--- src/design/q2e_pkg.sv ---
// Shared constants, types and tables for the quaternion to Euler converter.
package q2e_pkg;
    localparam int CORDIC_STEPS = 16;
    localparam int ANGLE_FRAC_BITS = 13;
    localparam int CW = 40;                 // CORDIC x/y width (Q.28 with headroom)
    localparam int ZW = 36;                 // CORDIC angle width, Q.30
    localparam int SQ_STEPS = 29;           // result bits of the root of a 57-bit value
    localparam int RW = 58;                 // root remainder width
    localparam int QFIFO_DEPTH = 4;
    localparam int QFIFO_AW = 2;

    localparam logic signed [ZW-1:0] PI_Q30 = 36'sd3373259426;
    localparam logic signed [ZW-1:0] HALF_PI_Q30 = 36'sd1686629713;
    localparam logic signed [CW-1:0] ONE_Q28 = 40'sd268435456;
    localparam int OUT_SH = 30 - ANGLE_FRAC_BITS;

    typedef logic signed [CW-1:0] cval_t;
    typedef logic signed [ZW-1:0] zval_t;

    // Classified item passed from the front part to the back part.
    typedef struct packed {
        cval_t sr;
        cval_t cr;
        cval_t sp;
        cval_t sy;
        cval_t cy;
        logic  clamp;
    } q2e_item_t;

    function automatic zval_t atan_entry(input int i);
        case (i)
            0: return 36'sd843314857;
            1: return 36'sd497837829;
            2: return 36'sd263043837;
            3: return 36'sd133525159;
            4: return 36'sd67021687;
            5: return 36'sd33543516;
            6: return 36'sd16775851;
            7: return 36'sd8388437;
            8: return 36'sd4194283;
            9: return 36'sd2097149;
            default: return (i >= 24) ? 36'sd64 : zval_t'(36'sd1 << (30 - i));
        endcase
    endfunction

    // Round half up from Q.30 and limit to +-lim.
    function automatic logic signed [ZW-1:0] to_out(input zval_t z, input zval_t limq);
        logic signed [ZW-1:0] r;
        logic signed [ZW-1:0] l;
        r = (z + zval_t'(36'sd1 <<< (OUT_SH - 1))) >>> OUT_SH;
        l = (limq + zval_t'(36'sd1 <<< (OUT_SH - 1))) >>> OUT_SH;
        if (r > l) return l;
        if (r < -l) return -l;
        return r;
    endfunction
endpackage

--- src/design/q2e_queue.sv ---
// Short queue between the front and back parts.
module q2e_queue
(
    input  logic               clk,
    input  logic               rst_n,
    input  logic               wr_valid,
    output logic               wr_ready,
    input  q2e_pkg::q2e_item_t wr_item,
    output logic               rd_valid,
    input  logic               rd_ready,
    output q2e_pkg::q2e_item_t rd_item
);
    import q2e_pkg::*;

    q2e_item_t            mem_reg [QFIFO_DEPTH];
    logic [QFIFO_AW-1:0]  wptr_reg, rptr_reg;
    logic [QFIFO_AW:0]    cnt_reg;
    logic                 wr_en, rd_en;

    assign wr_ready = cnt_reg != QFIFO_AW'(0) + (QFIFO_AW+1)'(QFIFO_DEPTH);
    assign rd_valid = cnt_reg != '0;
    assign wr_en = wr_valid && wr_ready;
    assign rd_en = rd_valid && rd_ready;
    assign rd_item = mem_reg[rptr_reg];

    always_ff @(posedge clk or negedge rst_n)
    begin
        if (!rst_n)
        begin
            wptr_reg <= '0;
            rptr_reg <= '0;
            cnt_reg <= '0;
        end
        else
        begin
            if (wr_en)
                wptr_reg <= wptr_reg + 1'b1;
            if (rd_en)
                rptr_reg <= rptr_reg + 1'b1;
            if (wr_en && !rd_en)
                cnt_reg <= cnt_reg + 1'b1;
            else if (rd_en && !wr_en)
                cnt_reg <= cnt_reg - 1'b1;
        end
    end

    always_ff @(posedge clk)
    begin
        if (wr_en)
            mem_reg[wptr_reg] <= wr_item;
    end
endmodule

--- config.mk ---
export PLATFORM = sky130hd
export DESIGN_NAME = q2e_queue
export DESIGN_NICKNAME = d
export VERILOG_FILES = /design/src/design/q2e_pkg.sv /design/src/design/q2e_queue.sv
export SDC_FILE = /design/constraint.sdc
export NUM_CORES = 1
export LEC_CHECK = 0
export BUFFER_PORTS_ARGS = -buffer_cell sky130_fd_sc_hd__buf_4
export CAP_MARGIN = 5
export CORE_ASPECT_RATIO = 0.7
export CORE_MARGIN = 2
export CORE_UTILIZATION = 51
export CTS_CLUSTER_DIAMETER = 80
export DETAILED_ROUTE_END_ITERATION = 8
export PLACE_DENSITY = 0.72
export SLEW_MARGIN = 20
export SYNTH_ARGS = -nofsm -noshare
export SYNTH_HDL_FRONTEND = slang
export SYNTH_SLANG_ARGS = --single-unit
--- constraint.sdc ---
create_clock -name clk -period 6.1 [get_ports clk]
set_input_delay 0.305 -clock clk [delete_from_list [all_inputs] [get_ports clk]]
set_output_delay 0.305 -clock clk [all_outputs]
set_load 0.03 [all_outputs]
==> impl_metrics.json, run 1 <==
{
  "clockRootBuffer": "clkbuf_16",
  "synth_top_cell_by_area": "edfxtp_1",
  "crit_path_cell_trace": "buf_12, mux4_2, buf_4",
  "worst_r2r_path_depth": 4,
  "finalNonFillerCells": 2552,
  "clock_sinks": 811,
  "cp.required_ns": 5.79,
  "tightest_slew_ns": 1.04,
  "crit_slowest_cell": "dfrtp_4",
  "cts_buffer_depth": 3,
  "crit_fanout": 84,
  "status": "completed",
  "min_path_type": "primary input to async pin",
  "gp_congestion": 0.742,
  "drv_slew": 0,
  "netlist.area_leader.share_pct": 82.0,
  "leakage_nw": 12.9,
  "yosysMostFrequentCell": "edfxtp_1",
  "yosys-top-cells-area": "edfxtp_1, mux4_2, buf_6",
  "grt_max_degree": 111,
  "rsz0062_at_grt": "false",
  "path_class": "flip-flop to output port",
  "top_usage_layer": "met2",
  "hpwl_mm": 33.2,
  "p_per_area_mw_per_mm2": 510,
  "finClkSkew_ns": 0.0194,
  "clk-insertion-delay-late_ns": 0.60,
  "fin_tns_setup_ns": 0,
  "syn_area_mm2": 0.0294,
  "grt_overflow": 0,
  "clkTransAtPathRegs_ns": 0.05,
  "drt-pass1-iter-count": 5,
  "coreArea_mm2": 0.0569,
  "htreeDepth": 3,
  "peakVddDrop_mv": 0.367,
  "drv_cap": 0,
  "num_vias": 13800,
  "syn_nets": 1296,
  "setup_viol_count_final": 0,
  "netlist_instances": 1085,
  "grt.met3_usage_pct": 5.66,
  "drive_gt1_share_pct": 40.8,
  "pin_count": 408,
  "synth_edf_count": 804,
  "grt_pass1_vias": 14700,
  "synth_warnings": 0,
  "r2r_end": "mem_reg[1][91]",
  "track_usage_pct": 20.0,
  "grt.met1_usage_pct": 27.6,
  "met2_usage_pct": 31.6,
  "die_area_mm2": 0.0597,
  "dp_cells": 2209,
  "area_growth_pct": 28.1,
  "numCtsBuffers": 76,
  "initial_core_util_pct": 51.7,
  "antenna_found_initial": 4,
  "die_w_um": 291,
  "hold_violations": 0,
  "fin_crit_sh_pct": 57.1,
  "fmax_mhz": 287,
  "drtIter0Drc": 854,
  "reg2reg_setup_slack_ns": 3.23,
  "syn_area_per_cell_um2": 27.1,
  "cpPeakStageDelay_ns": 1.02,
  "cts_tree": "yes",
  "endpoint_kind": "output port",
  "numPortBuffers": 407,
  "ys_top_cells_by_count": "edfxtp_1, mux4_2, buf_2",
  "async_reset_ff_share_pct": 0.863,
  "wl_mm": 59.5,
  "place_ws_ns": 3.11,
  "seq_area_frac_synth_pct": 82.6,
  "drc": 0,
  "final_nets": 1951,
  "detail-route-antenna-nets": 0,
  "cp-start-kind": "flip-flop",
  "crit_arrival_ns": 3.18,
  "synth_seq_cells": 811,
  "largest_reg_flops": 804,
  "wire_per_inst_um": 23.3,
  "rows": 73,
  "layout_setup_ws_ns": 2.62,
  "fp.dieH_um": 205,
  "r2r_start": "cnt_reg[0]",
  "grt_pass1_wl_mm": 89.2,
  "synth_top_flop_cell": "edfxtp_1",
  "slew_headroom_pct": 30.6,
  "synthDistinctLibCells": 21,
  "fin_crit_ns": 3.48,
  "via_per_inst": 5.42
}
critical path, delay by kind of cell, from the launching register on:
family / cells / cell delay (ns)
flops: 1 / 1.02
buf+inv: 2 / 0.74
mux: 1 / 0.64
per-layer routing:
layer	vias to the layer above	part of all wire, %
li1	6035	-
met1	7258	41
met2	441	49
met3	92	7.5
met4	2	2.2
met5	-	0.022
report_power, final:
group / total, mW / internal [mW] / switching (mW)
Combinational: 6.90 / 2.78 / 4.12
Sequential: 7.76 / 7.37 / 0.394
Clock: 4.55 / 2.59 / 1.96
metrics by stage:
step	instance area, um2	power (mW)	util [%]	hold WS, ns
after floorplan	29400	12.6	-	0.00941
after global placement	33300	14.7	58.5	0.132
after detailed placement	33300	14.8	58.5	0.133
after CTS	37700	19.4	66.2	0.0661
after global routing	37700	20.0	66.3	0.0765
final	37700	19.2	66.3	0.101
layout make-up:
type                       count  area [um2]
clock buffer                  93        1990
fill                        3515       19200
timing repair buffer         622        5270
inverter                       3        11.3
clock inverter                43         412
antenna                        4        10.0
sequential                   811       24300
tap                          750         938
multi-input combinational    226        4760
what timing repair did:
action	4_1_cts	5_1_grt
endpoints found under the hold margin	812	0
buffers inserted	0	0
resized for setup	0	0
hold buffers	203	0
cell families (layout without fill, tap and decap cells):
kind of cell             Yosys count  count (layout)  share of synthesized area (%)
flip-flops                       811             811                           82.6
buffers and inverters             48             761                           1.23
adder cells (fa/ha/maj)            6               6                          0.281
AND/OR/NAND/NOR                   10              10                          0.174
other                              0               4                              0
AO/OA/AOI/OAI                      1               1                         0.0383
multiplexers                     203             203                           15.5
XOR/XNOR                           6               6                          0.179
worst max path at each step:
stage / start / to / slack [ns]
CTS: rptr_reg[0] / rd_item[2] / 2.46
global route: rptr_reg[0] / rd_item[192] / 2.32
floorplan: cnt_reg[0] / mem_reg[2][0] / 0.16
detailed placement: rptr_reg[0] / rd_item[162] / 3.11
global placement: rptr_reg[0] / rd_item[162] / 3.13
finish: rptr_reg[0] / rd_item[200] / 2.62
cells in the final DEF, fill, tap and decap left out, drive strengths merged, types with 4 or more instances in the layout:
master       instances
xnor2                4
bufinv               6
clkbuf              93
dlygate4sd3        203
dfrtp                7
clkinv              34
diode                4
ha                   5
inv                  5
edfxtp             804
and2                 4
mux4               201
buf                419
Power figures use the tool's default switching activity.
==> run 2: changes to the inputs <==
ABC_AREA = 1   (was unset)
CORE_UTILIZATION = 52   (was 51)
PLACE_DENSITY = 0.73   (was 0.72)
clock period = 3.2 ns   (was 6.1 ns; I/O delays follow)
==> run 2 against run 1 <==
Effect of this change: core utilization decreased by 0.27 points; combinational power increased by 140%; synthesized cell count increased by 120%; area after synthesis increased by 9.4%; sequential share of layout area decreased by 4.4 points; clock-buffer cell count increased by 4; wire length increased by 17%; critical endpoint is now rd_item[90].
==> impl_metrics.json, run 2 <==
{
  "initial_core_util_pct": 52.5,
  "clock_sinks": 811,
  "syn_area_mm2": 0.0322,
  "tightest_slew_ns": 0.757,
  "rows": 76,
  "seq_power_share_pct": 36.6,
  "intPower_mw": 24.0,
  "track_usage_pct": 21.4,
  "setup_viol_count_final": 0,
  "detail-route-antenna-nets": 0,
  "leakage_nw": 16.2,
  "synth_edf_count": 804,
  "layout_commonest_cell": "edfxtp_1",
  "crit_family": "buffers and inverters",
  "dpl_cell_area_mm2": 0.0360,
  "path_class": "flip-flop to output port",
  "fill_cells": 4151,
  "crit_fanout": 107,
  "drv_slew": 0,
  "wl_mm": 69.7,
  "hpwl_mm": 38.6,
  "clkTransAtPathRegs_ns": 0.06,
  "clockRootBuffer": "clkbuf_16",
  "area_growth_pct": 25.8,
  "status": "completed",
  "crit_arrival_ns": 2.63,
  "cp.required_ns": 3.04,
  "ys_top_cells_by_count": "edfxtp_1, nand2_1, inv_1",
  "endpoint_kind": "output port",
  "p_sw_mw": 15.5,
  "finClkSkew_ns": 0.0159,
  "synth_warnings": 0,
  "combPwrFrac_pct": 41.6,
  "grt_pass1_wl_mm": 106,
  "hold_violations": 0,
  "pin_count": 408,
  "num_vias": 20100,
  "die_area_mm2": 0.0639,
  "fin_crit_ns": 2.79,
  "largest_reg_flops": 804,
  "crit_slowest_cell": "inv_8",
  "coreArea_mm2": 0.0613,
  "final_nets": 3201,
  "crit_top_cell": "nand2_1",
  "crit_path_cell_trace": "inv_8, buf_12, nand2_1, o211ai_1, nand2_1, buf_4",
  "synth_seq_cells": 811,
  "numPortBuffers": 407,
  "clock_power_share_pct": 21.9,
  "reg2reg_setup_slack_ns": 1.25,
  "min_path_type": "primary input to flip-flop",
  "cp-start-kind": "flip-flop",
  "fin_crit_sh_pct": 87.3,
  "async_reset_ff_share_pct": 0.863,
  "clk-insertion-delay-late_ns": 0.61,
  "die_w_um": 301,
  "numCtsBuffers": 75,
  "cpPeakStageDelay_ns": 0.47,
  "fin_hold_ws_ns": 0.288,
  "yosys-top-cells-area": "edfxtp_1, o211ai_1, nand2_1",
  "yosysMostFrequentCell": "edfxtp_1",
  "fmax_mhz": 358,
  "synth_top_flop_cell": "edfxtp_1",
  "p_per_area_mw_per_mm2": 974,
  "swShare_pct": 39.2,
  "layout_common_cells": "edfxtp_1, nand2_1, buf_4",
  "drv_cap": 0,
  "htreeDepth": 3,
  "grt_max_degree": 108,
  "grt_pass1_vias": 20300,
  "synthDistinctLibCells": 18,
  "wire_per_inst_um": 18.0,
  "cts_buffer_depth": 3,
  "rsz0062_at_grt": "false",
  "antenna_found_initial": 13,
  "via_per_inst": 5.17,
  "drive_gt1_share_pct": 18.0,
  "grt_overflow": 0,
  "peakVddDrop_mv": 0.821,
  "drt-pass1-iter-count": 5,
  "syn_area_per_cell_um2": 13.4,
  "seq_area_frac_synth_pct": 75.6,
  "cts_tree": "yes",
  "drtIter0Drc": 1362,
  "drc": 0,
  "netlist.area_leader.share_pct": 75.0,
  "worst-path-buf-inv": 3,
  "fp.dieH_um": 212,
  "finalInstanceArea_mm2": 0.0405,
  "netlist_instances": 2405,
  "gp_congestion": 0.769,
  "synth_top_cell_by_area": "edfxtp_1",
  "slew_headroom_pct": 49.5,
  "syn_nets": 2616
}
==> run 2: metrics by stage <==
step	setup slack [ns]	std cells	util (%)	setup TNS, ns	power [mW]
global route	0.238	3872	66.0	0	41.3
global placement	1.17	3527	58.7	0	30.4
CTS	0.389	3865	65.9	0	39.7
floorplan	-0.923	2405	-	-731.48	25.3
detailed placement	1.08	3527	58.7	0	30.8
finish	0.406	3876	66.0	0	39.4
==> run 2: power groups by stage <==
| stage | clock network [mW] | registers [mW] | logic (mW) |
|---|---|---|---|
| 2_1_floorplan | 0 | 14.7 | 10.6 |
| 4_1_cts | 8.79 | 14.4 | 16.5 |
| 3_3_place_gp | 0 | 14.5 | 15.9 |
| 3_5_place_dp | 0 | 14.6 | 16.1 |
| 5_1_grt | 9.19 | 14.6 | 17.6 |
| 6_report | 8.61 | 14.4 | 16.4 |
==> run 2: cells by family after synthesis <==
group,synth area share (%)
AO/OA/AOI/OAI,9.39
XOR/XNOR,0.0272
flip-flops,75.6
AND/OR/NAND/NOR,7.41
buffers and inverters,7.36
adder cells (fa/ha/maj),0.257
==> run 2: metal layers <==
metal  vias up  track usage (%)  part of all wire (%)
met3       113             5.36                   6.9
met1      9724             26.8                    41
li1       9608                -                     -
met5         -                0                 0.093
met2       601             36.6                    50
met4        10             7.21                   2.4
==> run 2: worst reg2reg max path, cell delays in order (launching register included) <==
cell	delay [ns]
dfrtp_1	0.43
inv_2	0.08
nand3_4	0.11
nand2_8	0.10
nor2_4	0.19
buf_4	0.64
==> run 2: worst paths after layout <==
kind	to	cells past startpoint	startpoint
min reg2reg	wptr_reg[1]	2	wptr_reg[1]
max	rd_item[90]	6	rptr_reg[0]
min	mem_reg[2][172]	2	wr_item[172]
min in group asynchronous	rptr_reg[0]	3	rst_n
max in group asynchronous	rptr_reg[1]	3	rst_n
max reg2reg	mem_reg[0][159]	5	cnt_reg[0]
==> run 2: cell type report <==
type                       count  area, um2  area share [%]
sequential                   811      24300            60.1
timing repair buffer         642       5600            13.8
multi-input combinational   1042       5560            13.7
clock buffer                  97       2000            4.95
inverter                     418       1580            3.91
tap                          819       1020            2.53
clock inverter                36        364           0.900
antenna                       11       27.5          0.0680
==> run 2: timing repair <==
action | in CTS | in global routing
setup buffers | 0 | 0
hold endpoints to repair | 816 | 0
hold buffers | 205 | 0
resized for setup | 0 | 0
==> run 3: changes to the inputs <==
CORE_MARGIN = 5   (was 2)
GPL_TIMING_DRIVEN = 0   (was unset)
REMOVE_ABC_BUFFERS = 1   (was unset)
==> run 3 against run 2 <==
Effect of this change: wire length increased by 4.2%; sequential share of layout area down 1.5 points; cell area increased by 2.6%; largest cell class unchanged; core utilization up 1.6 points.
==> impl_metrics.json, run 3 (synthesis results as in run 2) <==
{
  "endpoint_kind": "output port",
  "leakage_nw": 16.6,
  "holdPathStages": 2,
  "clock_sinks": 811,
  "numCtsBuffers": 76,
  "clk-insertion-delay-late_ns": 0.61,
  "min_path_type": "primary input to flip-flop",
  "coreArea_mm2": 0.0614,
  "finalNonFillerCells": 3900,
  "num_vias": 20200,
  "area_growth_pct": 29.0,
  "drtIter0Drc": 1388,
  "grt_overflow": 0,
  "grt_pass1_vias": 20400,
  "hpwl_mm": 42.3,
  "cp.required_ns": 3.04,
  "drv_slew": 0,
  "cp-start-kind": "flip-flop",
  "wire_per_inst_um": 18.6,
  "rsz0062_at_grt": "false",
  "track_usage_pct": 20.8,
  "reg2reg_setup_slack_ns": 0.43,
  "wl_mm": 72.6,
  "r2r_start": "cnt_reg[0]",
  "die_area_mm2": 0.0670,
  "drv_cap": 0,
  "fin_crit_sh_pct": 93.9,
  "drc": 0,
  "drt-pass1-iter-count": 5,
  "fin_crit_ns": 3.00,
  "crit_fanout": 105,
  "dp_cells": 3550,
  "finalInstanceArea_mm2": 0.0415,
  "grt_pass1_wl_mm": 109,
  "htreeDepth": 3,
  "grt_max_degree": 163,
  "setup_viol_count_final": 0,
  "layout_commonest_cell": "edfxtp_1",
  "pin_count": 408,
  "hp-start": "wr_item[33]",
  "fmax_mhz": 333,
  "peakVddDrop_mv": 0.767,
  "r2r_end": "mem_reg[0][62]",
  "worst_r2r_path_depth": 9,
  "gp_congestion": 0.749,
  "min_to": "mem_reg[0][33]",
  "largest_reg_flops": 804,
  "via_per_inst": 5.18,
  "slew_headroom_pct": 48.6,
  "detail-route-antenna-nets": 0,
  "hold_violations": 0,
  "place_ws_ns": 0.404,
  "dpl_cell_area_mm2": 0.0368,
  "fin_hold_ws_ns": 0.290,
  "status": "completed",
  "initial_core_util_pct": 52.4,
  "numPortBuffers": 407,
  "path_class": "flip-flop to output port",
  "clockRootBuffer": "clkbuf_16",
  "drive_gt1_share_pct": 18.7,
  "cts_buffer_depth": 3,
  "antenna_found_initial": 5,
  "clkTransAtPathRegs_ns": 0.06,
  "crit_arrival_ns": 2.84,
  "cts_tree": "yes",
  "layout_setup_ws_ns": 0.195,
  "rows": 76,
  "tightest_slew_ns": 0.770,
  "p_per_area_mw_per_mm2": 985,
  "layout_common_cells": "edfxtp_1, nand2_1, inv_1",
  "final_nets": 3232,
  "finClkSkew_ns": 0.0256,
  "die_w_um": 307,
  "fp.dieH_um": 218
}
-- run 3: cell types whose count changed in the layout (fill, tap and decap cells not counted), sizes merged --
cell / before / now
inv: 418 / 423
diode: 11 / 5
bufinv: 6 / 9
buf: 437 / 463
clkinv: 28 / 23
bufbuf: 0 / 1
-- run 3: power breakdown --
group	leakage (nW)	switching (mW)	total, mW	internal, mW
combinational	7.98	11.6	17.5	5.91
clock	1.20	3.76	8.92	5.16
sequential	7.45	0.533	14.5	13.9
total	16.6	15.9	40.9	25.0
-- run 3: how the worst max path moves through the flow --
stage | start | end | slack (ns) | cells past startpoint
finish | rptr_reg[0] | rd_item[95] | 0.20 | 7
global route | rptr_reg[0] | rd_item[116] | 0.03 | 7
CTS | rptr_reg[1] | rd_item[58] | 0.02 | 7
detailed placement | cnt_reg[0] | mem_reg[0][102] | 0.40 | 9
global placement | cnt_reg[0] | mem_reg[2][25] | -13.56 | 4
floorplan | cnt_reg[0] | mem_reg[0][0] | -6.93 | 4
-- run 3: repair_timing --
action | 4_1_cts | 5_1_grt
endpoints found under the hold margin | 816 | 0
cloned | 3 | 3
endpoints found under the setup margin | 182 | 87
hold buffers | 205 | 0
gates resized for setup | 2 | 3
buffers inserted | 1 | 0
-- run 3: routing by layer --
| layer | global-route usage [%] | wire length [um] | vias to the layer above |
|---|---|---|---|
| met5 | 0 | 26 | - |
| met4 | 5.71 | 1740 | 4 |
| met3 | 5.02 | 5010 | 120 |
| met2 | 38.0 | 38100 | 553 |
| met1 | 24.9 | 27700 | 9851 |
| li1 | - | - | 9665 |
-- run 3: cell type report --
type / instances / area, um2
inverter: 418 / 1610
timing repair buffer: 671 / 6550
tap: 819 / 1020
fill: 3979 / 19900
timing repair inverter: 1 / 8.76
antenna: 5 / 12.5
sequential: 811 / 24300
clock inverter: 38 / 454
clock buffer: 95 / 2020
multi-input combinational: 1042 / 5530
-- run 3: worst max-delay path, cell delays in order, from the launching register on --
cell	delay, ns
dfrtp_1	0.52
bufinv_16	0.42
buf_16	0.35
buf_16	0.35
nand2_1	0.12
o211ai_1	0.12
nand2_1	0.08
buf_4	0.17
-- run 3: per-stage QoR --
step | TNS [ns] | util (%) | power, mW
2_1_floorplan | -6414.91 | - | 22.8
3_3_place_gp | - | 57.7 | 21.8
3_5_place_dp | 0 | 59.9 | 31.5
4_1_cts | 0 | 67.5 | 40.9
5_1_grt | 0 | 67.6 | 42.9
6_report | 0 | 67.6 | 40.9
